**src/sv/fir21s_pkg.sv**
```systemverilog
// Shared constants, types and coefficient tables for the selectable 21-tap FIR filter.
// Depends on nothing; every other file of the block imports it.
package fir21s_pkg;

  // Block dimensions.
  localparam int TAPS           = 21;
  localparam int SAMPLE_BITS    = 12;
  localparam int COEF_FRAC_BITS = 14;

  // Coefficient tables are stored as Q.14 integers.
  localparam int ROM_TAPS = 21;
  localparam int ROM_FRAC = 14;

  localparam int TAP_W      = $clog2(TAPS);
  localparam int SCALE_UP   = (COEF_FRAC_BITS >= ROM_FRAC) ? COEF_FRAC_BITS - ROM_FRAC : 0;
  localparam int SCALE_DN   = (COEF_FRAC_BITS < ROM_FRAC) ? ROM_FRAC - COEF_FRAC_BITS : 0;
  localparam int ROUND_HALF = (SCALE_DN > 0) ? (1 << (SCALE_DN - 1)) : 0;
  localparam int COEF_W     = 17 + SCALE_UP;
  localparam int PROD_W     = COEF_W + SAMPLE_BITS + 1;
  localparam int ACC_RAW_W  = PROD_W + TAP_W;
  localparam int FILT_W     = 31;
  localparam int ACC_W      = (ACC_RAW_W > FILT_W) ? ACC_RAW_W : FILT_W + 1;
  localparam int SET_W      = 2;

  // Duty computation: sample * 333 / 4095, where 4095 = 2^12 - 1.
  localparam int DUTY_W        = 9;
  localparam int DUTY_MUL      = 333;
  localparam int DUTY_MUL_W    = 9;
  localparam int DUTY_DIV      = 4095;
  localparam int DUTY_DIV_BITS = 12;
  localparam int DUTY_MAX      = 511;
  localparam int DUTY_PROD_W   = SAMPLE_BITS + DUTY_MUL_W;
  localparam int DUTY_Q_W      = DUTY_PROD_W - DUTY_DIV_BITS;
  localparam int DUTY_QX_W     = (DUTY_Q_W + 1 > DUTY_W) ? DUTY_Q_W + 1 : DUTY_W;
  localparam int DUTY_R_W      = ((DUTY_Q_W > DUTY_DIV_BITS) ? DUTY_Q_W : DUTY_DIV_BITS) + 2;

  typedef logic [SAMPLE_BITS-1:0]  sample_t;
  typedef logic signed [COEF_W-1:0] coef_t;

  typedef enum logic [SET_W-1:0] {
    SET_INITIAL    = 2'd0,
    SET_HIGHPASS   = 2'd1,
    SET_BANDPASS   = 2'd2,
    SET_BANDREJECT = 2'd3
  } coef_set_t;

  typedef enum logic [1:0] {
    ST_IDLE,
    ST_RUN,
    ST_FLUSH,
    ST_EMIT
  } state_t;

  typedef struct packed {
    logic clear;
    logic issue;
  } mac_ctrl_t;

  localparam int ROM_INITIAL [ROM_TAPS] = '{
    0, -118, -371, -765, -1296, -1944, -2679, -3463, -4247, -4979, 56106,
    -4979, -4247, -3463, -2679, -1944, -1296, -765, -371, -118, 0
  };
  localparam int ROM_HIGHPASS [ROM_TAPS] = '{
    0, 0, 0, 0, 0, -5, -44, -213, -635, -1205, 14895,
    -1205, -635, -213, -44, -5, 0, 0, 0, 0, 0
  };
  localparam int ROM_BANDREJECT [ROM_TAPS] = '{
    0, 3, 27, 102, 268, 561, 982, 1488, 1981, 2344, 2478,
    2344, 1981, 1488, 982, 561, 268, 102, 27, 3, 0
  };

  // Coefficient of one tap, rescaled to COEF_FRAC_BITS fraction bits.
  // Scaling down rounds to nearest with ties away from zero.
  function automatic coef_t coef_at(input logic [SET_W-1:0] set,
                                    input logic [TAP_W-1:0] k);
    int v;
    int mag;
    v = 0;
    if (int'(k) < ROM_TAPS) begin
      unique case (coef_set_t'(set)) inside
        SET_HIGHPASS:              v = ROM_HIGHPASS[k];
        SET_BANDREJECT:            v = ROM_BANDREJECT[k];
        SET_INITIAL, SET_BANDPASS: v = ROM_INITIAL[k];
        default:                   v = ROM_INITIAL[k];
      endcase
    end
    if (SCALE_DN == 0) begin
      v = v <<< SCALE_UP;
    end else begin
      mag = (v < 0) ? -v : v;
      mag = (mag + ROUND_HALF) >>> SCALE_DN;
      v = (v < 0) ? -mag : mag;
    end
    return COEF_W'(v);
  endfunction

endpackage

```
**src/sv/fir21s_sample_if.sv**
```systemverilog
// Sample request channel: valid/ready handshake carrying one converter sample.
// Depends on fir21s_pkg.
interface fir21s_sample_if;
  import fir21s_pkg::*;

  logic    valid;
  logic    ready;
  sample_t sample;

  modport source (output valid, output sample, input ready);
  modport sink (input valid, input sample, output ready);
endinterface

```
**src/sv/fir21s_result_if.sv**
```systemverilog
// Result request channel: valid/ready handshake carrying the filter sum and the duty value.
// Depends on fir21s_pkg.
interface fir21s_result_if;
  import fir21s_pkg::*;

  logic                     valid;
  logic                     ready;
  logic signed [FILT_W-1:0] filtered;
  logic [DUTY_W-1:0]        pwm_duty;

  modport source (output valid, output filtered, output pwm_duty, input ready);
  modport sink (input valid, input filtered, input pwm_duty, output ready);
endinterface

```
**src/sv/fir21s_setting_if.sv**
```systemverilog
// Configuration write channel: valid/ready handshake carrying the coefficient set select.
// Depends on fir21s_pkg.
interface fir21s_setting_if;
  import fir21s_pkg::*;

  logic             valid;
  logic             ready;
  logic [SET_W-1:0] coefficient_set;

  modport source (output valid, output coefficient_set, input ready);
  modport sink (input valid, input coefficient_set, output ready);
endinterface

```
**src/sv/fir21s_cell.sv**
```systemverilog
// One cell of the sample window chain: holds one sample and loads its neighbor's value.
// Depends on fir21s_pkg.
module fir21s_cell (
  input  logic              clk,
  input  logic              rst,
  input  logic              shift,
  input  fir21s_pkg::sample_t d,
  output fir21s_pkg::sample_t q
);
  import fir21s_pkg::*;

  always_ff @(posedge clk) begin
    if (rst) begin
      q <= '0;
    end else if (shift) begin
      q <= d;
    end
  end
endmodule

```
**src/sv/fir21s_mac.sv**
```systemverilog
// Shared multiply-accumulate unit with its coefficient lookup.
// Depends on fir21s_pkg; a register sits between the multiplier and the adder.
module fir21s_mac (
  input  logic                            clk,
  input  logic                            rst,
  input  fir21s_pkg::mac_ctrl_t           ctrl,
  input  logic [fir21s_pkg::SET_W-1:0]    set,
  input  logic [fir21s_pkg::TAP_W-1:0]    tap,
  input  fir21s_pkg::sample_t             x,
  output logic signed [fir21s_pkg::ACC_W-1:0] acc
);
  import fir21s_pkg::*;

  coef_t                    coef;
  logic signed [PROD_W-1:0] prod;
  logic                     prod_valid;

  assign coef = coef_at(set, tap);

  always_ff @(posedge clk) begin
    if (rst) begin
      prod_valid <= 1'b0;
    end else begin
      prod_valid <= ctrl.issue;
    end
  end

  always_ff @(posedge clk) begin
    prod <= PROD_W'(coef) * $signed({1'b0, x});
    if (ctrl.clear) begin
      acc <= '0;
    end else if (prod_valid) begin
      acc <= acc + ACC_W'(prod);
    end
  end
endmodule

```
**src/sv/fir_filter_21tap_selectable.sv**
```systemverilog
// Top level of the selectable 21-tap direct-form FIR filter with PWM duty output.
// Depends on fir21s_pkg, the three channel interfaces, fir21s_cell and fir21s_mac.
//
//   Channel   Modport  Payload                         Meaning
//   samples   sink     sample[11:0]                    converter sample in
//   results   source   filtered[30:0], pwm_duty[8:0]   FIR sum (Q.14) and PWM duty out
//   setting   sink     coefficient_set[1:0]            coefficient table select
//
// Each sample passes these states in order: idle takes the request, run rotates
// the window chain once past the single shared multiplier, flush drains the
// product register into the accumulator, and emit loads the output register
// and shifts the new sample into the window.
// Reset (synchronous, active high) zeroes the window, selects the initial
// coefficient table and empties the output register. A stalled result holds
// in the output register; the next sample is taken and filtered meanwhile, and
// only the final load step waits for the output register to drain.
module fir_filter_21tap_selectable (
  input logic           clk,
  input logic           rst,
  fir21s_sample_if.sink samples,
  fir21s_result_if.source results,
  fir21s_setting_if.sink setting
);
  import fir21s_pkg::*;

  localparam logic signed [ACC_W-1:0] SUM_HI = ACC_W'({(FILT_W - 1){1'b1}});
  localparam logic signed [ACC_W-1:0] SUM_LO = -SUM_HI - ACC_W'(1);

  state_t state;
  state_t state_next;

  logic [TAP_W-1:0] tap_cnt;
  logic [SET_W-1:0] coef_set;
  sample_t          sample_hold;
  logic             out_valid;

  logic             accept;
  logic             emit_load;
  logic             shift;
  mac_ctrl_t        mac_ctrl;
  sample_t          win [TAPS];
  sample_t          head_in;
  logic [TAP_W-1:0] tap_idx;

  logic signed [ACC_W-1:0]  acc;
  logic signed [FILT_W-1:0] filt_sat;

  logic [DUTY_PROD_W-1:0] duty_prod;
  logic [DUTY_QX_W-1:0]   q0, q1, q2;
  logic [DUTY_R_W-1:0]    r0, r1;
  logic [DUTY_W-1:0]      duty_val;

  // Config always writable; the user must write it only while idle (not enforced).
  assign setting.ready = 1'b1;

  always_ff @(posedge clk) begin
    if (rst) begin
      coef_set <= SET_INITIAL;
    end else if (setting.valid) begin
      coef_set <= setting.coefficient_set;
    end
  end

  // Sequencer state register.
  always_ff @(posedge clk) begin
    if (rst) begin
      state <= ST_IDLE;
    end else begin
      state <= state_next;
    end
  end

  // Next-state logic.
  always_comb begin
    state_next = state;
    unique case (state)
      ST_IDLE:  if (samples.valid) state_next = ST_RUN;
      ST_RUN:   if (tap_cnt == TAP_W'(TAPS - 1)) state_next = ST_FLUSH;
      ST_FLUSH: state_next = ST_EMIT;
      ST_EMIT:  if (!out_valid || results.ready) state_next = ST_IDLE;
      default:  state_next = ST_IDLE;
    endcase
  end

  // Sequencer outputs.
  always_comb begin
    samples.ready  = 1'b0;
    mac_ctrl.clear = 1'b0;
    mac_ctrl.issue = 1'b0;
    emit_load      = 1'b0;
    unique case (state)
      ST_IDLE: begin
        samples.ready  = 1'b1;
        mac_ctrl.clear = samples.valid;
      end
      ST_RUN: begin
        mac_ctrl.issue = 1'b1;
      end
      ST_FLUSH: begin
      end
      ST_EMIT: begin
        emit_load = !out_valid || results.ready;
      end
      default: begin
      end
    endcase
  end

  assign accept = samples.valid && samples.ready;

  // Tap counter steps once per rotation cycle and wraps after the last tap.
  always_ff @(posedge clk) begin
    if (rst) begin
      tap_cnt <= '0;
    end else if (state == ST_RUN) begin
      tap_cnt <= (tap_cnt == TAP_W'(TAPS - 1)) ? '0 : tap_cnt + TAP_W'(1);
    end
  end

  always_ff @(posedge clk) begin
    if (accept) begin
      sample_hold <= samples.sample;
    end
  end

  // Window chain. While running, the oldest sample is fed back to the head so
  // that after a full rotation the window stands as before. On the load step
  // the new sample enters at the head and the oldest one falls off the end.
  assign shift   = (state == ST_RUN) || emit_load;
  assign head_in = (state == ST_RUN) ? win[TAPS-1] : sample_hold;

  generate
    for (genvar i = 0; i < TAPS; i++) begin : g_cell
      if (i == 0) begin : g_head
        fir21s_cell u_cell (
          .clk   (clk),
          .rst   (rst),
          .shift (shift),
          .d     (head_in),
          .q     (win[i])
        );
      end else begin : g_body
        fir21s_cell u_cell (
          .clk   (clk),
          .rst   (rst),
          .shift (shift),
          .d     (win[i-1]),
          .q     (win[i])
        );
      end
    end
  endgenerate

  // After j rotations the tail holds the sample of tap TAPS-1-j.
  assign tap_idx = TAP_W'(TAPS - 1) - tap_cnt;

  fir21s_mac u_mac (
    .clk  (clk),
    .rst  (rst),
    .ctrl (mac_ctrl),
    .set  (coef_set),
    .tap  (tap_idx),
    .x    (win[TAPS-1]),
    .acc  (acc)
  );

  // Clamp the sum into the 31-bit result range.
  always_comb begin
    if (acc > SUM_HI) begin
      filt_sat = SUM_HI[FILT_W-1:0];
    end else if (acc < SUM_LO) begin
      filt_sat = SUM_LO[FILT_W-1:0];
    end else begin
      filt_sat = acc[FILT_W-1:0];
    end
  end

  // Duty: divide by 2^12 - 1 as a shift, then fix the remainder. The quotient
  // estimate x >> 12 leaves a remainder (x mod 4096) + q, which stays below
  // three times the divisor, so two conditional subtractions finish the job.
  always_comb begin
    duty_prod = DUTY_PROD_W'(sample_hold) * DUTY_PROD_W'(DUTY_MUL);
    q0 = DUTY_QX_W'(duty_prod[DUTY_PROD_W-1:DUTY_DIV_BITS]);
    r0 = DUTY_R_W'(duty_prod[DUTY_DIV_BITS-1:0]) + DUTY_R_W'(q0);
    if (r0 >= DUTY_R_W'(DUTY_DIV)) begin
      q1 = q0 + DUTY_QX_W'(1);
      r1 = r0 - DUTY_R_W'(DUTY_DIV);
    end else begin
      q1 = q0;
      r1 = r0;
    end
    if (r1 >= DUTY_R_W'(DUTY_DIV)) begin
      q2 = q1 + DUTY_QX_W'(1);
    end else begin
      q2 = q1;
    end
    if (q2 > DUTY_QX_W'(DUTY_MAX)) begin
      duty_val = DUTY_W'(DUTY_MAX);
    end else begin
      duty_val = q2[DUTY_W-1:0];
    end
  end

  // Output register: parts the result side from the filter work.
  always_ff @(posedge clk) begin
    if (rst) begin
      out_valid <= 1'b0;
    end else if (emit_load) begin
      out_valid <= 1'b1;
    end else if (results.ready) begin
      out_valid <= 1'b0;
    end
  end

  always_ff @(posedge clk) begin
    if (emit_load) begin
      results.filtered <= filt_sat;
      results.pwm_duty <= duty_val;
    end
  end

  assign results.valid = out_valid;

endmodule

```
**src/flat_wrapper.sv**
```systemverilog
// flat-port wrapper written by rule: the top's interface ports become plain ports
module fir_filter_21tap_selectable_flat import fir21s_pkg::*;
  (clk, rst, samples_valid, samples_sample, samples_ready, results_valid, results_filtered, results_pwm_duty, results_ready, setting_valid, setting_coefficient_set, setting_ready);
  fir21s_sample_if samples_i ();
  fir21s_result_if results_i ();
  fir21s_setting_if setting_i ();
  input logic clk;
  input logic rst;
  input wire logic [$bits(samples_i.valid)-1:0] samples_valid;
  input wire logic [$bits(samples_i.sample)-1:0] samples_sample;
  output wire logic [$bits(samples_i.ready)-1:0] samples_ready;
  output wire logic [$bits(results_i.valid)-1:0] results_valid;
  output wire logic [$bits(results_i.filtered)-1:0] results_filtered;
  output wire logic [$bits(results_i.pwm_duty)-1:0] results_pwm_duty;
  input wire logic [$bits(results_i.ready)-1:0] results_ready;
  input wire logic [$bits(setting_i.valid)-1:0] setting_valid;
  input wire logic [$bits(setting_i.coefficient_set)-1:0] setting_coefficient_set;
  output wire logic [$bits(setting_i.ready)-1:0] setting_ready;
  assign samples_i.valid = samples_valid;
  assign samples_i.sample = samples_sample;
  assign samples_ready = samples_i.ready;
  assign results_valid = results_i.valid;
  assign results_filtered = results_i.filtered;
  assign results_pwm_duty = results_i.pwm_duty;
  assign results_i.ready = results_ready;
  assign setting_i.valid = setting_valid;
  assign setting_i.coefficient_set = setting_coefficient_set;
  assign setting_ready = setting_i.ready;
  fir_filter_21tap_selectable u_core (.clk(clk), .rst(rst), .samples(samples_i), .results(results_i), .setting(setting_i));
endmodule
```
**config.mk**
```make
export PLATFORM = sky130hd
export DESIGN_NAME = fir_filter_21tap_selectable_flat
export DESIGN_NICKNAME = d
export VERILOG_FILES = /design/src/sv/fir21s_pkg.sv /design/src/sv/fir21s_sample_if.sv /design/src/sv/fir21s_result_if.sv /design/src/sv/fir21s_setting_if.sv /design/src/sv/fir21s_cell.sv /design/src/sv/fir21s_mac.sv /design/src/sv/fir_filter_21tap_selectable.sv /design/src/flat_wrapper.sv
export SDC_FILE = /design/constraint.sdc
export NUM_CORES = 1
export LEC_CHECK = 0
export BUFFER_PORTS_ARGS = -buffer_cell sky130_fd_sc_hd__buf_2
export CAP_MARGIN = 5
export CORE_MARGIN = 5
export CORE_UTILIZATION = 56
export CTS_BUF_LIST = sky130_fd_sc_hd__clkbuf_8
export CTS_CLUSTER_SIZE = 25
export DETAILED_ROUTE_END_ITERATION = 8
export PLACE_DENSITY = 0.73
export SYNTH_ARGS = -nofsm -noshare
export SYNTH_HDL_FRONTEND = slang
export SYNTH_SLANG_ARGS = --single-unit
export TNS_END_PERCENT = 1
```
**constraint.sdc**
```tcl
create_clock -name clk -period 9 [get_ports clk]
set_input_delay 1.35 -clock clk [delete_from_list [all_inputs] [get_ports clk]]
set_output_delay 1.35 -clock clk [all_outputs]
set_load 0.01 [all_outputs]
```
==> impl_metrics.py <==
metrics = {
    "outcome": {
        "run_status": "finished, final reports clean",
    },
    "sta": {
        "hold_violations": 0,
        "period_share_pct": 94.45,
        "fmax_ghz": 0.1176,
        "fin_ws_ns": 0.4996,
        "hold_slack_ns": 0.4315,
        "slew_headroom_pct": 21.29,
        "period_minus_slack_ns": 8.500,
        "maxSlewViolCount": 0,
        "tns_ns": 0,
        "rsz0062_at_grt": "no",
        "worst_pin_slew_ns": 1.179,
        "final.setup_skew_ns": 0.03094,
        "setup_violations": 0,
    },
    "finish": {
        "syn_to_final_growth_pct": 8.130,
        "layout-drive-gt1-share_pct": 7.651,
        "diodes": 0,
        "fin_nets": 3531,
        "final_area_um2": 28460,
    },
    "cts": {
        "cts_buffers": 59,
        "clock-sinks": 380,
        "clockBufferDepth": 3,
        "cts_tree": "built",
        "clkSlewWorstSetupHoldPaths_ns": 0.09,
        "root_buffer": "clkbuf_8",
        "cts_hold_buf": 0,
        "clk_latency_ns": 0.65,
        "h-tree-depth": 2,
    },
    "synth": {
        "synth_top_cell_area_share_pct": 24.95,
        "syn_area_um2": 26320,
        "seq_area_frac_synth_pct": 30.88,
        "ys_types": 94,
        "yosysTopAreaCell": "dfxtp_1",
        "syn_nets": 3523,
        "synth_cells": 3109,
        "yosysWarningCount": 0,
        "ys.flop_type": "dfxtp_1",
        "synth_top_cells_by_area": "dfxtp_1, fa_1, nand2_1",
        "yosysMostFrequentCell": "nand2_1",
        "synth_edf_count": 52,
        "synth_common_cells": "nand2_1, a21oi_1, dfxtp_1",
        "ys_ff_latch": 380,
        "avgSynthCellArea_um2": 8.465,
        "postSynth.asyncResetShare_pct": 0,
    },
    "placed_design": {
        "dp_slack_ns": 0.2143,
        "globalplace.congestion": 0.8864,
        "place_hpwl_um": 43330,
        "post_dp_cell_area_um2": 27220,
        "numPortBuffers": 60,
    },
    "critical_path": {
        "cp_top_family": "adder cells",
        "rrSetupSlack_ns": 0.50,
        "max_stage_delay_ns": 0.54,
        "critPathKind": "reg -> reg",
        "end_kind": "flip-flop",
        "cp_num_buf_inv": 7,
        "crit_top_cell": "inv_1",
        "cp_num_cells": 35,
        "cp.required_ns": 9.39,
        "rr_worst_depth": 35,
        "cp.arrival_ns": 8.89,
        "worst-path-max-fanout": 12,
        "timing.rr.end": "u_core.results.pwm_duty[8]",
        "cp_slowest_cell": "edfxtp_1",
        "r2r-start": "u_core.sample_hold[1]",
        "cp-start-kind": "flip-flop",
    },
    "floorplanning": {
        "die_area_um2": 51430,
        "io_pins": 62,
        "die_w_um": 226.8,
        "coreArea_um2": 46560,
        "rows": 79,
        "fp.dieH_um": 226.8,
        "initial_utilization_pct": 56.53,
    },
    "routing": {
        "ant_nets": 0,
        "wl_um": 59410,
        "drcViolationCount": 0,
        "via_per_inst": 5.488,
        "drt_iter0_markers": 1379,
        "routedWlPerCell_um": 15.76,
        "drtPass1Iterations": 5,
        "vias": 20690,
    },
    "grt": {
        "grt_max_degree": 241,
        "grt_pass1_wl_um": 99710,
        "antenna_found_initial": 0,
        "overflow": 0,
        "grt_pass1_vias": 20610,
        "grt_use_total_pct": 22.98,
    },
    "worst_hold_path": {
        "whs_path_depth": 2,
        "hp-class": "reg -> reg",
        "hold_path_end": "u_core.g_cell[20].g_body.u_cell.q[7]",
        "holdCritStartpoint": "u_core.g_cell[19].g_body.u_cell.q[7]",
    },
    "job": {
        "drv_cap": 0,
    },
}
[worst min-delay path: cells and delay by family (launching register included)]
family | cells | cell delay [ns]
AO/OA/AOI/OAI | 1 | 0.05
flip-flops | 1 | 0.31
AND/OR/NAND/NOR | 1 | 0.05
[metal layers]
layer | global-route usage (%) | share of wire (%)
met4 | 5.278 | 1.9
met1 | 31.80 | 46
met3 | 3.858 | 5.1
met2 | 38.14 | 47
met5 | 0 | 0
[sequential cells by signal, summed over array words and instances (netlist names)]
| name | cells |
|---|---|
| u_core.g_cell.g_head.u_cell.q | 12 |
| u_core.sample_hold | 12 |
| u_core.tap_cnt | 5 |
| u_core.results.pwm_duty | 9 |
| u_core.u_mac.prod | 30 |
| u_core.g_cell.g_body.u_cell.q | 240 |
| u_core.state | 2 |
| u_core.results.valid | 1 |
| u_core.u_mac.acc | 35 |
| u_core.results.filtered | 31 |
| u_core.u_mac.prod_valid | 1 |
| u_core.coef_set | 2 |
[per-stage QoR]
step,utilization (%),cells
finish,61.12,3770
global route,61.12,3770
CTS,61.03,3769
detailed placement,58.46,3662
global placement,58.46,3662
floorplan,-,3109
[cell type report]
cell class | count | area, um^2
well taps | 607 | 759.5
clock inverters | 34 | 190.2
repair buffers | 112 | 749.5
multi-input cells | 2237 | 16400
inverters | 327 | 1227
clock buffers | 73 | 1005
fillers | 4027 | 18100
flip-flops and latches | 380 | 8129
[cell usage in the layout, fill, tap and decap left out, drive strengths merged, types with 43 or more instances in the layout]
cell and n:
nor2 134, inv 349, edfxtp 52, o21a 43, nor3 57, a21oi 362
fa 215, dfxtp 328, and2 80, o21ai 60, xnor2 59, ha 180
buf 111, nand2 667, clkbuf 74
[repair_timing]
action                                  CTS  global route
buffers inserted                          0             1
gates resized for setup                   0             7
endpoints found under the setup margin    0             9
[worst max path at each step]
stage | endpoint | slack (ns) | start
3_5_place_dp | u_core.results.pwm_duty[8] | 0.21 | u_core.sample_hold[1]
3_3_place_gp | u_core.results.pwm_duty[8] | 0.51 | u_core.sample_hold[1]
4_1_cts | u_core.results.pwm_duty[8] | 0.17 | u_core.sample_hold[1]
6_report | u_core.results.pwm_duty[8] | 0.50 | u_core.sample_hold[1]
2_1_floorplan | u_core.u_mac.prod[28] | 0.78 | u_core.tap_cnt[0]
5_1_grt | u_core.results.pwm_duty[8] | 0.009 | u_core.sample_hold[1]
[cell families (layout without fill, tap and decap cells)]
family / after synthesis / count (layout) / synth area share [%]
adder cells (fa/ha/maj): 395 / 395 / 24.91
flip-flops: 380 / 380 / 30.88
AO/OA/AOI/OAI: 646 / 646 / 15.18
buffers and inverters: 492 / 546 / 7.065
XOR/XNOR: 81 / 81 / 2.696
AND/OR/NAND/NOR: 1079 / 1079 / 17.90
other: 1 / 1 / 0.01425
multiplexers: 35 / 35 / 1.350
Power is not shown: default switching activity piles up to over one toggle a cycle in this logic, so the estimate is an artifact.
